**src/rtl/lr_pkg.sv**
```systemverilog
// Shared types and constants for the line rasterizer.
// Holds the request, pixel and job structs used by every rtl module.
// No dependencies.
package lr_pkg;

	// Coordinate width and the derived width of the signed decision term.
	localparam int COORD_BITS = 6;
	localparam int TERM_BITS  = COORD_BITS + 3;

	// Job queue between the setup front end and the walker.
	localparam int QUEUE_DEPTH    = 2;
	localparam int QUEUE_IDX_BITS = (QUEUE_DEPTH > 1) ? $clog2(QUEUE_DEPTH) : 1;
	localparam int QUEUE_CNT_BITS = $clog2(QUEUE_DEPTH + 1);

	typedef logic [COORD_BITS-1:0]       coord_t;
	typedef logic signed [TERM_BITS-1:0] term_t;

	// One request: the two endpoints of a line.
	typedef struct packed {
		coord_t start_x;
		coord_t start_y;
		coord_t end_x;
		coord_t end_y;
	} req_t;

	// One result: a pixel of the line.
	typedef struct packed {
		coord_t pixel_x;
		coord_t pixel_y;
		logic   last_pixel;
	} pix_t;

	// A classified line, ready to be walked.
	typedef struct packed {
		coord_t maj;
		coord_t mnr;
		coord_t dmaj;
		coord_t dmin;
		term_t  term;
		logic   dir_neg;
		logic   x_major;
	} job_t;

endpackage

```
**src/rtl/lr_front.sv**
```systemverilog
// Setup front end of the line rasterizer.
// Takes requests, works out major axis, deltas, start point and first decision term.
// Depends on lr_pkg.
module lr_front (
	input  logic         clk,
	input  logic         arst_n,
	input  logic         req_valid,
	output logic         req_stall,
	input  lr_pkg::req_t req_data,
	output logic         job_valid,
	input  logic         job_ready,
	output lr_pkg::job_t job_data
);
	import lr_pkg::*;

	logic   x_back;
	logic   y_back;
	logic   dx_nz;
	logic   dy_nz;
	coord_t adx;
	coord_t ady;
	job_t   job_d;
	job_t   job_s1;
	logic   job_valid_s1;
	logic   accept;

	// Classify the line: deltas, slope sign, major axis and start endpoint.
	always_comb begin
		x_back = req_data.end_x < req_data.start_x;
		y_back = req_data.end_y < req_data.start_y;
		dx_nz  = req_data.end_x != req_data.start_x;
		dy_nz  = req_data.end_y != req_data.start_y;
		adx    = x_back ? (req_data.start_x - req_data.end_x) : (req_data.end_x - req_data.start_x);
		ady    = y_back ? (req_data.start_y - req_data.end_y) : (req_data.end_y - req_data.start_y);

		job_d.x_major = adx >= ady;
		job_d.dir_neg = dx_nz && dy_nz && (x_back != y_back);
		if (job_d.x_major) begin
			job_d.dmaj = adx;
			job_d.dmin = ady;
			job_d.maj  = x_back ? req_data.end_x : req_data.start_x;
			job_d.mnr  = x_back ? req_data.end_y : req_data.start_y;
		end else begin
			job_d.dmaj = ady;
			job_d.dmin = adx;
			job_d.maj  = y_back ? req_data.end_y : req_data.start_y;
			job_d.mnr  = y_back ? req_data.end_x : req_data.start_x;
		end
		// Initial decision term is 2*minor - major.
		job_d.term = $signed({2'b00, job_d.dmin, 1'b0}) - $signed({3'b000, job_d.dmaj});
	end

	// The stage takes a new request whenever it is empty or hands its job on.
	assign req_stall = job_valid_s1 && !job_ready;
	assign accept    = req_valid && !req_stall;

	always_ff @(posedge clk or negedge arst_n) begin
		if (!arst_n) begin
			job_valid_s1 <= 1'b0;
		end else if (accept) begin
			job_valid_s1 <= 1'b1;
		end else if (job_ready) begin
			job_valid_s1 <= 1'b0;
		end
	end

	always_ff @(posedge clk) begin
		if (accept) begin
			job_s1 <= job_d;
		end
	end

	assign job_valid = job_valid_s1;
	assign job_data  = job_s1;

endmodule

```
**src/rtl/lr_queue.sv**
```systemverilog
// Short job queue that decouples the setup front end from the walker.
// Register-based, QUEUE_DEPTH entries, first in first out.
// Depends on lr_pkg.
module lr_queue (
	input  logic         clk,
	input  logic         arst_n,
	input  logic         push_valid,
	output logic         push_ready,
	input  lr_pkg::job_t push_data,
	output logic         pop_valid,
	input  logic         pop_take,
	output lr_pkg::job_t pop_data
);
	import lr_pkg::*;

	typedef logic [QUEUE_IDX_BITS-1:0] qidx_t;
	typedef logic [QUEUE_CNT_BITS-1:0] qcnt_t;

	job_t  entry_q [QUEUE_DEPTH];
	qidx_t wr_ptr_q;
	qidx_t rd_ptr_q;
	qcnt_t count_q;
	logic  push;
	logic  pop;

	function automatic qidx_t next_idx(input qidx_t idx);
		next_idx = (idx == qidx_t'(QUEUE_DEPTH - 1)) ? '0 : idx + qidx_t'(1);
	endfunction

	assign push_ready = count_q != qcnt_t'(QUEUE_DEPTH);
	assign pop_valid  = count_q != '0;
	assign push       = push_valid && push_ready;
	assign pop        = pop_take && pop_valid;
	assign pop_data   = entry_q[rd_ptr_q];

	// Pointers and fill count.
	always_ff @(posedge clk or negedge arst_n) begin
		if (!arst_n) begin
			wr_ptr_q <= '0;
			rd_ptr_q <= '0;
			count_q  <= '0;
		end else begin
			if (push) begin
				wr_ptr_q <= next_idx(wr_ptr_q);
			end
			if (pop) begin
				rd_ptr_q <= next_idx(rd_ptr_q);
			end
			if (push && !pop) begin
				count_q <= count_q + qcnt_t'(1);
			end else if (pop && !push) begin
				count_q <= count_q - qcnt_t'(1);
			end
		end
	end

	// Entry storage.
	always_ff @(posedge clk) begin
		if (push) begin
			entry_q[wr_ptr_q] <= push_data;
		end
	end

endmodule

```
**src/rtl/lr_back.sv**
```systemverilog
// Walker of the line rasterizer: steps along the major axis, one pixel a cycle while pix_stall is low.
// Takes jobs from the queue and drives the registered pixel output.
// Depends on lr_pkg.
module lr_back (
	input  logic         clk,
	input  logic         arst_n,
	input  logic         job_valid,
	output logic         job_take,
	input  lr_pkg::job_t job_data,
	output logic         pix_valid,
	input  logic         pix_stall,
	output lr_pkg::pix_t pix_data
);
	import lr_pkg::*;

	logic   busy_q;
	logic   pix_valid_q;
	pix_t   pix_q;
	coord_t maj_q;
	coord_t mnr_q;
	coord_t cnt_q;
	coord_t dmaj_q;
	coord_t dmin_q;
	term_t  term_q;
	logic   dir_neg_q;
	logic   x_major_q;
	logic   advance;
	logic   last;
	term_t  dmin2;
	term_t  dmaj2;

	// A new job is loaded only when the walker is free.
	assign job_take = !busy_q && job_valid;
	// A pixel is produced when the output register is empty or being drained.
	assign advance  = busy_q && (!pix_valid_q || !pix_stall);
	assign last     = cnt_q == '0;
	assign dmin2    = $signed({2'b00, dmin_q, 1'b0});
	assign dmaj2    = $signed({2'b00, dmaj_q, 1'b0});

	// Control: walker busy flag and output valid.
	always_ff @(posedge clk or negedge arst_n) begin
		if (!arst_n) begin
			busy_q      <= 1'b0;
			pix_valid_q <= 1'b0;
		end else begin
			if (job_take) begin
				busy_q <= 1'b1;
			end else if (advance && last) begin
				busy_q <= 1'b0;
			end
			if (advance) begin
				pix_valid_q <= 1'b1;
			end else if (!pix_stall) begin
				pix_valid_q <= 1'b0;
			end
		end
	end

	// Walk state and output pixel.
	always_ff @(posedge clk) begin
		if (job_take) begin
			maj_q     <= job_data.maj;
			mnr_q     <= job_data.mnr;
			cnt_q     <= job_data.dmaj;
			dmaj_q    <= job_data.dmaj;
			dmin_q    <= job_data.dmin;
			term_q    <= job_data.term;
			dir_neg_q <= job_data.dir_neg;
			x_major_q <= job_data.x_major;
		end else if (advance) begin
			pix_q.pixel_x    <= x_major_q ? maj_q : mnr_q;
			pix_q.pixel_y    <= x_major_q ? mnr_q : maj_q;
			pix_q.last_pixel <= last;
			if (!last) begin
				cnt_q <= cnt_q - coord_t'(1);
				maj_q <= maj_q + coord_t'(1);
				if (term_q[TERM_BITS-1]) begin
					term_q <= term_q + dmin2;
				end else begin
					mnr_q  <= dir_neg_q ? (mnr_q - coord_t'(1)) : (mnr_q + coord_t'(1));
					term_q <= term_q + dmin2 - dmaj2;
				end
			end
		end
	end

	assign pix_valid = pix_valid_q;
	assign pix_data  = pix_q;

endmodule

```
**src/rtl/line_rasterizer_top.sv**
```systemverilog
// Line rasterizer: turns a pair of endpoints into the pixels of a Bresenham line.
// One request carries start_x, start_y, end_x, end_y on req_data; it is taken at
// a clock edge where req_valid is high and req_stall is low.
// Each pixel leaves on pix_data (pixel_x, pixel_y, last_pixel) and is taken at an
// edge where pix_valid is high and pix_stall is low. last_pixel marks the end of
// a line; equal endpoints give a single pixel with last_pixel set.
// The request passes through the setup register and the job queue, is loaded into
// the walker, and its first pixel is then registered in the output register. The
// walker emits one pixel per cycle while pix_stall is low; a line with major
// delta D gives D + 1 pixels, up to 64 at 6-bit coordinates. A setup stage and a
// two-entry job queue let up to three further requests be taken while a line is being walked.
// While pix_stall is high the pixel register holds its value and the walker
// pauses; once the queue and the setup stage are both full, req_stall rises.
// arst_n clears all valid flags, the queue and the walker at once; no clearing
// pass follows reset.
// Depends on lr_pkg, lr_front, lr_queue and lr_back.
module line_rasterizer_top (
	input  logic         clk,
	input  logic         arst_n,
	input  logic         req_valid,
	output logic         req_stall,
	input  lr_pkg::req_t req_data,
	output logic         pix_valid,
	input  logic         pix_stall,
	output lr_pkg::pix_t pix_data
);
	import lr_pkg::*;

	logic front_valid;
	logic front_ready;
	job_t front_job;
	logic queue_valid;
	logic queue_take;
	job_t queue_job;

	// Setup stage.
	lr_front u_front (
		.clk       (clk),
		.arst_n    (arst_n),
		.req_valid (req_valid),
		.req_stall (req_stall),
		.req_data  (req_data),
		.job_valid (front_valid),
		.job_ready (front_ready),
		.job_data  (front_job)
	);

	// Job queue.
	lr_queue u_queue (
		.clk        (clk),
		.arst_n     (arst_n),
		.push_valid (front_valid),
		.push_ready (front_ready),
		.push_data  (front_job),
		.pop_valid  (queue_valid),
		.pop_take   (queue_take),
		.pop_data   (queue_job)
	);

	// Walker and output register.
	lr_back u_back (
		.clk       (clk),
		.arst_n    (arst_n),
		.job_valid (queue_valid),
		.job_take  (queue_take),
		.job_data  (queue_job),
		.pix_valid (pix_valid),
		.pix_stall (pix_stall),
		.pix_data  (pix_data)
	);

endmodule

```
**config.mk**
```make
export PLATFORM = sky130hd
export DESIGN_NAME = line_rasterizer_top
export DESIGN_NICKNAME = d
export VERILOG_FILES = /design/src/rtl/lr_pkg.sv /design/src/rtl/lr_front.sv /design/src/rtl/lr_queue.sv /design/src/rtl/lr_back.sv /design/src/rtl/line_rasterizer_top.sv
export SDC_FILE = /design/constraint.sdc
export NUM_CORES = 1
export LEC_CHECK = 0
export BUFFER_PORTS_ARGS = -buffer_cell sky130_fd_sc_hd__clkbuf_2
export CAP_MARGIN = 20
export CORE_MARGIN = 1
export CORE_UTILIZATION = 40
export DETAILED_ROUTE_END_ITERATION = 7
export GPL_ROUTABILITY_DRIVEN = 0
export PLACE_DENSITY = 0.56
export SYNTH_ARGS = -nofsm -noshare
export SYNTH_HDL_FRONTEND = slang
export SYNTH_SLANG_ARGS = --single-unit
export TNS_END_PERCENT = 1
```
**constraint.sdc**
```tcl
create_clock -name clk -period 9 [get_ports clk]
set_clock_uncertainty 0.15 [all_clocks]
set_input_delay 0.45 -clock clk [delete_from_list [all_inputs] [get_ports clk]]
set_output_delay 0.45 -clock clk [all_outputs]
set_load 0.01 [all_outputs]
```
==> results of run 1 <==
## through the flow
stage                     hold slack (ns)  utilization, %  power (W)  cells
after global routing                0.111            46.1    0.00337   1056
after CTS                          0.0874            46.1    0.00320   1056
after floorplan                   0.00441               -    0.00217    727
after detailed placement            0.152            43.2    0.00246   1024
final                              0.0979            46.1    0.00317   1056
after global placement              0.142            43.2    0.00242   1024
## layer usage
layer | vias up | share of wire, % | track usage, %
met1 | 2631 | 46 | 20.3
met4 | 0 | 2.7 | 7.14
li1 | 2731 | - | -
met5 | - | 0 | 0
met3 | 32 | 3.8 | 3.18
met2 | 137 | 47 | 26.4
## logic make-up (layout without fill, tap and decap cells)
family          Yosys count  after routing  share of synthesized area (%)
compound gates          163            163                           12.4
xor+xnor                 40             40                           4.06
fa+ha+maj                57             57                           8.88
buf+inv                  93            147                           4.21
flops                   159            159                           55.0
mux                      51             51                           6.35
simple gates            164            164                           9.17
## power groups by stage
stage / logic [W] / registers, W / clock network [W]
floorplan: 0.000881 / 0.00129 / 0
global placement: 0.00111 / 0.00131 / 0
detailed placement: 0.00114 / 0.00133 / 0
CTS: 0.00115 / 0.00131 / 0.000735
global route: 0.00127 / 0.00134 / 0.000761
finish: 0.00114 / 0.00131 / 0.000720
## sequential cells by signal, summed over array words and instances, names as in the netlist, 2 cells and up
signal	count
u_back.pix_data	13
u_back.mnr_q	6
u_front.job_data	33
u_back.term_q	8
u_queue.count_q	2
u_back.dmaj_q	6
u_queue.entry_q	66
u_back.cnt_q	6
u_back.dmin_q	6
u_back.maj_q	6
## cell usage after synthesis (3+ instances only)
cell type / n
sky130_fd_sc_hd__clkbuf_1: 20
sky130_fd_sc_hd__a21o_1: 18
sky130_fd_sc_hd__dfrtp_1: 7
sky130_fd_sc_hd__o31a_1: 3
sky130_fd_sc_hd__a21oi_1: 49
sky130_fd_sc_hd__fa_1: 7
sky130_fd_sc_hd__xnor2_1: 28
sky130_fd_sc_hd__nand3_1: 6
sky130_fd_sc_hd__nor2b_1: 8
sky130_fd_sc_hd__and3_1: 3
sky130_fd_sc_hd__and2_1: 4
sky130_fd_sc_hd__ha_1: 50
sky130_fd_sc_hd__xor2_1: 12
sky130_fd_sc_hd__a31oi_1: 12
sky130_fd_sc_hd__nor3_1: 7
sky130_fd_sc_hd__nand2_1: 63
sky130_fd_sc_hd__edfxtp_1: 152
sky130_fd_sc_hd__o21ai_0: 24
sky130_fd_sc_hd__nand2b_1: 8
sky130_fd_sc_hd__o21ai_1: 3
sky130_fd_sc_hd__nor2_1: 42
sky130_fd_sc_hd__buf_1: 3
sky130_fd_sc_hd__inv_1: 65
sky130_fd_sc_hd__nand4_1: 3
sky130_fd_sc_hd__mux2_2: 29
sky130_fd_sc_hd__a211oi_1: 28
sky130_fd_sc_hd__o21bai_1: 4
sky130_fd_sc_hd__mux2i_1: 21
## worst paths after layout
path	start	to	slack, ns	cells after the start
max	req_data[6]	u_front.job_data[8]	2.05	25
min	req_valid	u_front.job_valid	0.1	2
max reg2reg	u_back.term_q[1]	u_back.term_q[8]	5.79	12
min reg2reg	u_front.job_data[33]	u_queue.entry_q[1][33]	0.29	0
max in group asynchronous	arst_n	u_queue.rd_ptr_q	8.27	2
min in group asynchronous	arst_n	u_back.pix_valid	0.25	2
## final cells by class
type                    instances  area (µm²)  share of cell area [%]
clock buffers                  17         425                    4.37
clock inverters                14         170                    1.75
inverters                      66         248                    2.55
multi-input cells             475        3520                    36.2
flip-flops and latches        159        4740                    48.7
well taps                     275         344                    3.54
repair buffers                 50         273                    2.80
==> results.txt, run 1 <==
The run finished with clean final reports. The deepest clock path buffer count is 2. Setup violations remaining at the end of the flow were counted as 0. At the worst endpoint, the arrival time is 6.96 ns.

The delay of the slowest cell on the worst path was 0.93 ns. The final route contains 5531 vias. The via count of the first global-routing pass is 5519. Cell family with the largest share of critical-path delay: compound AO/OA/AOI/OAI gates.

The first global-routing pass estimated 27400 µm of wire. The height of the chip came out at 149 µm. Together, buffers and inverters on the worst path number 6. In this run switching power makes up 34.0% of total power.

The layout has 1943 filler cells. The number of nets handed over by synthesis was 812. For this configuration, the core starts out at a cell density of 40.9%. Entering global routing, the biggest net connects 39 pins. In the final routed layout, each cell accounts on average for 16.0 µm. For the final routed database, the setup TNS stands at 0 ns. Post-detailed-route via-to-cell ratio: 5.24. The tool flagged a number of max-cap violations equal to 0.

Counting every instance in the synthesized netlist gives 727. The hold buffer count at CTS is 1. Cells with a size suffix above 1 make up 16.4% of the layout.

Input and output buffers added on the ports amount to 42. The slowest stage of the critical path belongs to the cell sky130_fd_sc_hd__a221oi_2. Setup slack closes at 2.05 ns. In the finished design, the share of the clock period the worst path needs comes to 77.2%. The post-detailed-placement cell area came out at 0.00912 mm².

The library cell used most frequently in the layout, excluding fill and tap cells, is sky130_fd_sc_hd__edfxtp_1. The CTS H-tree depth is 4. The chip width was 149 µm; the number of ports placed on the die boundary was 43.

The unique cell type count in the Yosys netlist is 66, and the design area is 0.00972 mm². For the worst setup path, the data required time is 9.01 ns. Counting flops with a built-in enable in the synthesized netlist gives 152. The net load switching power was 0.00108 W. 0 antenna diodes ended up in the layout. The share of flip-flops with an asynchronous set or reset after synthesis works out to 4.40%. The root buffer cell chosen for the clock tree is sky130_fd_sc_hd__clkbuf_16.

The floorplan step defined a die boundary enclosing 0.0222 mm². Dividing the synthesized area by the synthesized cell count gives 11.9 µm². In this run the worst path has a maximum fanout of 36. The share of the Yosys chip area taken by registers is 55.0%. For this run, the detailed router's first-pass iteration total came to 5. The run gives 22.7% as the power share of the clock group.

TritonCTS built the clock tree. Number of routed nets with antenna violations: 0. The cell that appears most often on the critical path is sky130_fd_sc_hd__inv_1. The area growth from synthesis to layout is 12.8%. The share of total power dissipated in sequential elements is 41.3%. The prevailing post-synth register cell is sky130_fd_sc_hd__edfxtp_1. Ranked by total cell area, the synthesized netlist is headed by sky130_fd_sc_hd__edfxtp_1, sky130_fd_sc_hd__ha_1, sky130_fd_sc_hd__mux2_2. Type of origin of the critical path: an input port. Kind of capture point of the worst setup path: a flop. The routed design has 16900 µm of wire.

The clock net in this run drives a total of 159 sinks. After the last flow step, the layout net total stands at 854. The Yosys step of the flow raised 0 warnings. The number of buffers inserted during clock tree synthesis was 17. The top cell type by area accounts for 52.9% of the synthesized area. Once the clock tree was built, the resizer swapped 0 gates to a different size.

Static timing analysis puts the maximum clock frequency at 144 MHz. In this run the power density over the cells is 326 mW/mm². The top cell types in the final layout, fill and taps aside, are sky130_fd_sc_hd__edfxtp_1, sky130_fd_sc_hd__inv_1, sky130_fd_sc_hd__nand2_1. After clock tree synthesis, the clock-pin slew on the worst setup and hold paths is 0.07 ns. The count of state elements after synthesis was 159; the maximum ir drop on the vdd rail was 0.139 mV.

The run gives 0 as the final count of pins violating max slew. For the overall global routing resource usage, the log shows 16.0%. The number of antenna violations at the first check in global routing is 0, and the clock period minus final worst setup slack is 6.95 ns. The synthesized area was 0.00862 mm²; the worst relative slew slack was 25.8%. The clock reaches the later pin of the worst-skew pair after 0.42 ns.

In this run the standard cell core region covers 0.0211 mm². The tools report the final-report hold violation count as 0. Library cell occupying the most area in the post-synthesis netlist: sky130_fd_sc_hd__edfxtp_1. The standby leakage power was 3.92 nW; the residual overflow from global routing was 0.

Cell internal power was estimated by the tool at 0.00209 W. Setup repair after global routing left no endpoint under its margin. For the pin with the worst max-slew slack, the measured transition is 1.11 ns. The share of total power dissipated in combinational logic is 36.0%.

The floorplan has 53 rows. After clock tree synthesis, the setup repair step added 0 buffers. Timing analysis after detailed placement gives a worst setup slack of 1.73 ns. The run gives 0 as the DRC violation count after routing. The number of DRC markers after the initial detailed-route iteration is 405, and the half-perimeter wire length after placement is 12400 µm.

The type of the setup path with the least slack is input port to flop. In this run the worst hold path is classified as input port to flop.
(Power assumes the default switching activity.)
==> inputs of run 2 (changes only) <==
- ABC_AREA: default -> 1
- PLACE_DENSITY: 0.56 -> 0.58
- clock period: 9 -> 6.1 ns (I/O delays scaled with it)
==> run 2 against run 1 <==
Hold slack improved by 0.0023 ns. The run now ends with design-rule violations left. Critical endpoint unchanged. Largest power group is now combinational cells. Cell count is 21% higher. Total power increased by 69%.
==> results.txt, run 2 <==
The run finished, with violations left. The checks that failed: design-rule violations. The cell with the most instances after synthesis was sky130_fd_sc_hd__nand2_1 (was sky130_fd_sc_hd__edfxtp_1). The count of state elements after synthesis works out to 159 (unchanged). Post-detailed-route via-to-cell ratio: 4.95 (was 5.24).

Setup repair after global routing left no endpoint under its margin. Xor and xnor fraction of the mapped netlist area: 2.53% (was 4.06%). Slowest cell on the critical path: sky130_fd_sc_hd__nand2_2 (was sky130_fd_sc_hd__a221oi_2).

The first-pass GRT wire length came out at 30200 µm (was 27400 µm). The CTS clock-pin slew for the worst setup and hold paths is 0.07 ns (about the same), and the number of routed nets with antenna violations is 0 (unchanged). For the fmax, the log shows 223 MHz. The number of nets in the final layout is 1072 (was 854), and the via count of the first global-routing pass is 5892 (was 5519). Kind of capture point of the worst setup path: a flop (unchanged). The tools report the synthesized area as 0.00901 mm² (was 0.00862 mm²). The area share of the largest cell type after synthesis was 50.7% (was 52.9%). Dominant combinational cell family by area after synthesis: simple AND/OR/NAND/NOR gates (was compound AO/OA/AOI/OAI gates). The final count of pins violating max slew was 0 (unchanged); the standby leakage power was 4.44 nW (was 3.92 nW). Prevailing post-synth register cell: sky130_fd_sc_hd__edfxtp_1 (unchanged).

The run gives 946 (was 727) as the synthesized instance count. The fraction of the mapped netlist area in compound gates came out at 8.42% (was 12.4%). The latest clock arrival within the worst-skew pair is 0.42 ns (about the same), and the height of the chip is 152 µm (was 149 µm).

The maximum ir drop on the vdd rail was 0.229 mV (was 0.139 mV). The tools report the number of setup violations in the final report as 0 (unchanged). The run gives 0 (unchanged) as the number of antenna violations at the first check in global routing. Ranking of synthesized cells by area: sky130_fd_sc_hd__edfxtp_1, sky130_fd_sc_hd__nand2_1, sky130_fd_sc_hd__ha_1 (was sky130_fd_sc_hd__edfxtp_1, sky130_fd_sc_hd__ha_1, sky130_fd_sc_hd__mux2_2). The critical-path maximum fanout works out to 43 (was 36).

The run gives 3.02 ns (was 5.79 ns) as the register-to-register setup slack. For the DRC violation count after routing, the log shows 4 (was 0). The chip width is 152 µm (was 149 µm), and the number of DRC markers after the initial detailed-route iteration is 363 (was 405). The ratio of total power to cell area came out at 529 mW/mm² (was 326 mW/mm²). The final antenna diode count came out at 0 (unchanged). Most common cell after layout, fill and taps aside: sky130_fd_sc_hd__nand2_1 (was sky130_fd_sc_hd__edfxtp_1). For the deepest clock path buffer count, the log shows 2 (unchanged). The path category of the worst min-delay check is input port to asynchronous set/reset pin (was input port to flop). For the worst hold slack across all endpoints, the log shows 0.100 ns (was 0.0979 ns). The delay of the slowest cell on the worst path is 0.49 ns (was 0.93 ns). The total via count in the routed design was 6339 (was 5531); the initial core utilization was 41.0% (was 40.9%). The synthesized-area fraction occupied by adder cells was 8.50% (was 8.88%); the total of max-cap violations was 0 (unchanged). The logs give 1031 (was 812) for the number of nets produced by synthesis and 0 (unchanged) for the total setup buffers inserted after CTS. Type of the setup path with the least slack: input port to flop (unchanged).

The library cell occupying the most area in the post-synthesis netlist is sky130_fd_sc_hd__edfxtp_1 (unchanged). The maximum number of pins on one net before global-route repair came out at 55 (was 39). For the unique cell type count in the Yosys netlist, the log shows 50 (was 66). The number of synthesis warnings is 0 (unchanged), and the clock period minus final worst setup slack is 4.48 ns. The register with the highest flop count is u_queue.entry_q (unchanged). The run gives 17 (unchanged) as the number of buffers inserted during clock tree synthesis.

Per-cell routed wire length: 14.1 µm (was 16.0 µm). The number of enable flip-flop cells after synthesis works out to 152 (unchanged). The tools report the placement row count as 54 (was 53). Final-report hold violation count: 0 (unchanged). The type of origin of the critical path is an input port (unchanged).

The arrival time reported for the critical path endpoint was 4.51 ns (was 6.96 ns); the die footprint was 0.0231 mm² (was 0.0222 mm²). The area growth from synthesis to layout works out to 12.1% (was 12.8%). The pin slew with the least headroom to its limit was 0.925 ns (was 1.11 ns); the fraction of layout cells with a size suffix above 1 was 14.5% (was 16.4%). The count of TritonRoute iterations in the first routing pass was 7 (was 5). Residual overflow from global routing: 0 (unchanged). The tools report the accumulated negative setup slack as 0 ns (unchanged). The average instance area after synthesis is 9.52 µm² (was 11.9 µm²), and the CTS H-tree depth is 4 (unchanged). The flip-flop count of the largest register, all copies and words added works out to 66 (unchanged). The worst path required time was 6.13 ns (was 9.01 ns); the simple-gate share of the synthesized area was 21.7% (was 9.17%).

Final wirelength: 18100 µm (was 16900 µm). Most used cells in the layout excluding fill and tap cells: sky130_fd_sc_hd__nand2_1, sky130_fd_sc_hd__edfxtp_1, sky130_fd_sc_hd__inv_1 (was sky130_fd_sc_hd__edfxtp_1, sky130_fd_sc_hd__inv_1, sky130_fd_sc_hd__nand2_1). The cell seen most often among critical-path stages was sky130_fd_sc_hd__nand2_1 (was sky130_fd_sc_hd__inv_1). After layout, the worst path uses 73.4% of the clock period.

Overall global routing resource usage: 16.5% (was 16.0%). TritonCTS built the clock tree. The half-perimeter wire length after placement came out at 13200 µm (was 12400 µm). The logs give 52.6% (was 55.0%) for the sequential fraction of the synthesis area and 159 (unchanged) for the clock net sink count. The number of ports placed on the die boundary is 43 (unchanged), and the share of flip-flops with an asynchronous set or reset after synthesis is 4.40% (unchanged).

The total of buffers placed on input and output ports came out at 42 (unchanged). The cell at the root of the clock tree is sky130_fd_sc_hd__clkbuf_16 (unchanged). For the worst relative slew slack, the log shows 37.7% (was 25.8%). The core outline area came out at 0.0220 mm² (was 0.0211 mm²). Top cell types by occurrence after synthesis: sky130_fd_sc_hd__nand2_1, sky130_fd_sc_hd__edfxtp_1, sky130_fd_sc_hd__inv_1, sky130_fd_sc_hd__a21oi_1, sky130_fd_sc_hd__nand3_1 (was sky130_fd_sc_hd__edfxtp_1, sky130_fd_sc_hd__inv_1, sky130_fd_sc_hd__nand2_1, sky130_fd_sc_hd__ha_1, sky130_fd_sc_hd__a21oi_1).

Multiplexer share of the synthesized area: 0.111% (was 6.35%).
-- run 2: changes by cell type after synthesis, sizes merged, moves of 11 or more --
cell and change:
a21o -17, nand3 +56, mux2 -30, mux2i -20
o21ai +11, a21oi +14, xnor2 -19, nand2 +231
inv +40, a211oi -27
-- run 2: layer usage --
layer	wire, µm	global-route usage, %	share of wire, %	up-vias
met5	0	0	0	-
met4	256	5.20	1.4	0
met3	674	2.28	3.7	20
met2	8390	26.8	46	140
met1	8770	22.8	48	2916
li1	-	-	-	3263
-- run 2: kinds of logic after synthesis --
family	Yosys count
AO/OA/AOI/OAI	134
XOR/XNOR	26
adder cells (fa/ha/maj)	57
buffers and inverters	136
flip-flops	159
multiplexers	1
AND/OR/NAND/NOR	433
-- run 2: critical path: cells and delay by family --
kind                     cells  cell delay [ns]
AO/OA/AOI/OAI                1             0.19
AND/OR/NAND/NOR             17             2.24
buffers and inverters        6             0.72
adder cells (fa/ha/maj)      4             1.03
-- run 2: cell type report --
type / instances / area [µm²]
clock inverter: 15 / 163
sequential: 159 / 4740
tap: 280 / 350
timing repair buffer: 51 / 285
inverter: 107 / 405
multi-input combinational: 651 / 3730
clock buffer: 17 / 425
fill: 2068 / 11900
-- run 2: where the power goes --
group	total (W)	switching (W)	internal, W
Clock	0.00105	0.000468	0.000585
Sequential	0.00208	0.000181	0.00189
Combinational	0.00222	0.00144	0.000778
-- run 2: stage by stage --
stage	std cells	cell area [µm²]	setup WS [ns]	power, W	util, %
final	1280	10100	1.62	0.00535	46.0
after global routing	1280	10100	1.18	0.00581	46.0
after CTS	1280	10100	1.66	0.00540	46.0
after detailed placement	1245	9480	1.20	0.00433	43.2
after global placement	1245	9480	1.29	0.00429	43.2
after floorplan	946	9010	2.14	0.00376	-
-- run 2: worst paths after layout --
kind / from / endpoint / cells after the start
max reg2reg: u_back.dmin_q[2] / u_back.term_q[7] / 16
max: req_data[6] / u_front.job_data[8] / 28
min in group clk: req_data[12] / u_front.job_data[29] / 3
min reg2reg: u_front.job_data[26] / u_queue.entry_q[1][26] / 0
max in group asynchronous: arst_n / u_queue.count_q[0] / 2
min: arst_n / u_back.pix_valid / 2
-- run 2: what timing repair did --
item	4_1_cts	5_1_grt
resized for setup	0	0
hold buffers	3	0
endpoints found under the hold margin	9	0
==> inputs of run 3 (changes only) <==
- ABC_AREA: 1 -> 0
- PLACE_DENSITY: 0.58 -> 0.56
- clock period: 6.1 -> 4.59 ns (I/O delays scaled with it)
==> run 3 against run 2 <==
Wire length is 3.3% lower. First-iteration DRC count is 26% lower. Combinational power is 19% higher. Design area is 5.2% higher. Critical path type unchanged. The run now ends clean. Sequential share of layout area is 2.3 points lower. Clock-buffer cell count is 5 higher. Cell count is 10% lower. Die area is 4.2% lower. Largest cell class unchanged.
==> results.txt, run 3 (synthesized netlist as in run 1, its figures left out) <==
The pin slew with the least headroom to its limit was 1.03 ns (was 0.925 ns). TritonCTS built the clock tree. The routed design could run at a clock period as short as 4.42 ns. The buffer and inverter count on the worst path was 7 (was 6); the deepest clock path buffer count was 2 (unchanged). The number of DRC markers after the initial detailed-route iteration came out at 268 (was 363).

The slowest cell on the critical path was sky130_fd_sc_hd__fa_2 (was sky130_fd_sc_hd__nand2_2). The CTS H-tree depth is 4 (unchanged), and the total of buffers placed on input and output ports is 42 (unchanged). The critical-path maximum fanout works out to 7 (was 43). The flip-flop count of the largest register, all copies and words added was 66 (unchanged); the number of setup violations in the final report was 0 (unchanged). The run gives 0 (unchanged) as the final-report hold violation count. The cell at the root of the clock tree is sky130_fd_sc_hd__clkbuf_16 (unchanged). The run gives 53 (was 54) as the placement row count. The tools report the final antenna diode count as 0 (unchanged).

The run gives 34 (was 55) as the maximum number of pins on one net before global-route repair. The number of routed nets with antenna violations is 0 (unchanged). The post-detailed-route via-to-cell ratio came out at 5.04 (was 4.95).

Register with the highest flop count: u_queue.entry_q (unchanged). The total of max-cap violations is 0 (unchanged), and the number of buffers inserted during clock tree synthesis is 17 (unchanged). The height of the chip came out at 149 µm (was 152 µm). The run gives 4 (was 7) as the count of TritonRoute iterations in the first routing pass.

The number of ports placed on the die boundary is 43 (unchanged). The type of the setup path with the least slack is input port to flop (unchanged). The number of antenna violations at the first check in global routing is 0 (unchanged), and the overall global routing resource usage is 16.3% (was 16.5%). The post-detailed-placement cell area is 0.00983 mm² (was 0.00948 mm²).

The ratio of total power to cell area was 613 mW/mm² (was 529 mW/mm²); the via count of the first global-routing pass was 5853 (was 5892). Initial core utilization: 40.9% (was 41.0%). The arrival time reported for the critical path endpoint came out at 4.42 ns (was 4.51 ns). The total via count in the routed design came out at 5802 (was 6339). The standby leakage power came out at 4.37 nW (was 4.44 nW). The number of placed instances, taps included was 1112 (was 1245).

The type of origin of the critical path is an input port (unchanged). The run gives 159 (unchanged) as the clock net sink count. The area growth from synthesis to layout works out to 23.2% (was 12.1%). Most used cells in the layout excluding fill and tap cells: sky130_fd_sc_hd__edfxtp_1, sky130_fd_sc_hd__buf_4, sky130_fd_sc_hd__inv_1 (was sky130_fd_sc_hd__nand2_1, sky130_fd_sc_hd__edfxtp_1, sky130_fd_sc_hd__inv_1). The chip width is 149 µm (was 152 µm). The per-cell routed wire length works out to 15.2 µm (was 14.1 µm).

The tools report the kind of capture point of the worst setup path as a flop (unchanged). The most common cell after layout, fill and taps aside is sky130_fd_sc_hd__edfxtp_1 (was sky130_fd_sc_hd__nand2_1). The logs give 0.41 ns (was 0.42 ns) for the latest clock arrival within the worst-skew pair and 0.0222 mm² (was 0.0231 mm²) for the die footprint. The residual overflow from global routing is 0 (unchanged).

The share of the core filled with cells in the final layout was 50.4% (was 46.0%). The number of nets in the final layout was 949 (was 1072); the design area was 0.0106 mm² (was 0.0101 mm²). The path category of the worst min-delay check is input port to asynchronous set/reset pin (unchanged). The cell family with the largest share of critical-path delay was compound AO/OA/AOI/OAI gates (was simple AND/OR/NAND/NOR gates).

The tools report the worst relative slew slack as 30.4% (was 37.7%). The DRC violation count after routing is 0 (was 4), and the delay of the slowest cell on the worst path is 0.33 ns (was 0.49 ns). Cell seen most often among critical-path stages: sky130_fd_sc_hd__a21o_1 (was sky130_fd_sc_hd__nand2_1). The CTS clock-pin slew for the worst setup and hold paths was 0.06 ns (was 0.07 ns); the share of the cycle needed by the critical path after routing was 96.4%.

The worst path required time was 4.59 ns (was 6.13 ns); the first-pass GRT wire length was 28200 µm (was 30200 µm). The maximum ir drop on the vdd rail is 0.376 mV (was 0.229 mV), and the final count of pins violating max slew is 0 (unchanged). The half-perimeter wire length after placement is 13100 µm (was 13200 µm).

The core outline area was 0.0211 mm² (was 0.0220 mm²); the fraction of layout cells with a size suffix above 1 was 28.3% (was 14.5%). The non-filler instance count after layout was 1152 (was 1280); the final wirelength was 17500 µm (was 18100 µm). For this run, the top clock speed supported by timing is 226 MHz.

The flow ran to the end, and the final reports show no timing, DRC or antenna violations.
==> run 3: cell types whose count changed in the layout (fill, tap and decap cells not counted), moves of 19 or more <==
cell	delta
sky130_fd_sc_hd__nand3_1	-47
sky130_fd_sc_hd__nand2_2	-19
sky130_fd_sc_hd__buf_4	+92
sky130_fd_sc_hd__inv_1	-38
sky130_fd_sc_hd__nand2_1	-206
sky130_fd_sc_hd__a211oi_1	+24
sky130_fd_sc_hd__mux2_2	+29
==> run 3: power breakdown <==
| part | internal (W) | total (W) | switching [W] |
|---|---|---|---|
| Combinational | 0.00126 | 0.00265 | 0.00139 |
| Clock | 0.000744 | 0.00127 | 0.000523 |
| Sequential | 0.00235 | 0.00259 | 0.000241 |
| Total | 0.00436 | 0.00651 | 0.00216 |
==> run 3: per-layer routing <==
layer	track usage, %	vias to the layer above	part of all wire (%)
met5	0	-	0
met4	6.53	0	1.6
met3	2.72	22	2.8
met2	27.9	97	50
met1	20.4	2769	46
li1	-	2914	-
==> run 3: stage by stage <==
step / hold WS [ns] / total power (W) / setup TNS (ns) / setup slack, ns
after CTS: 0.0275 / 0.00645 / 0 / 0.0298
after global placement: -0.0809 / 0.00507 / -1.05 / -0.376
after detailed placement: -0.0697 / 0.00515 / -1.57 / -0.512
after floorplan: -0.216 / 0.00429 / -0.731 / -0.371
final: 0.0377 / 0.00651 / 0 / 0.167
after global routing: 0.0497 / 0.00695 / -0.0720 / -0.0720
==> run 3: final timing paths <==
| kind | startpoint | end | cells past startpoint | slack, ns |
|---|---|---|---|---|
| worst max-delay path | req_data[6] | u_front.job_data[8] | 27 | 0.17 |
| worst min-delay path | arst_n | u_back.busy_q | 2 | 0.04 |
| worst max register to register | u_back.term_q[1] | u_back.term_q[8] | 12 | 1.44 |
| worst min register to register | u_front.job_data[31] | u_queue.entry_q[0][31] | 0 | 0.29 |
| max in group asynchronous | arst_n | u_queue.count_q[0] | 2 | 4.09 |
| min in group clk | req_data[12] | u_front.job_data[29] | 3 | 0.10 |
==> run 3: final cells by class <==
type                            instances  area, µm²
Tap cell                              275        344
Fill cell                            1890      10500
Inverter                               66        265
Multi-Input combinational cell        475       3730
Sequential cell                       159       4740
Clock buffer                           22        444
Timing Repair Buffer                  145       1000
Clock inverter                         10       90.1
==> run 3: repair_timing <==
item	in CTS	in global routing
pin swaps	0	24
gates resized for setup	2	37
buffers inserted	0	4
endpoints found under the hold margin	9	0
endpoints found under the setup margin	1	4
hold buffers	3	0
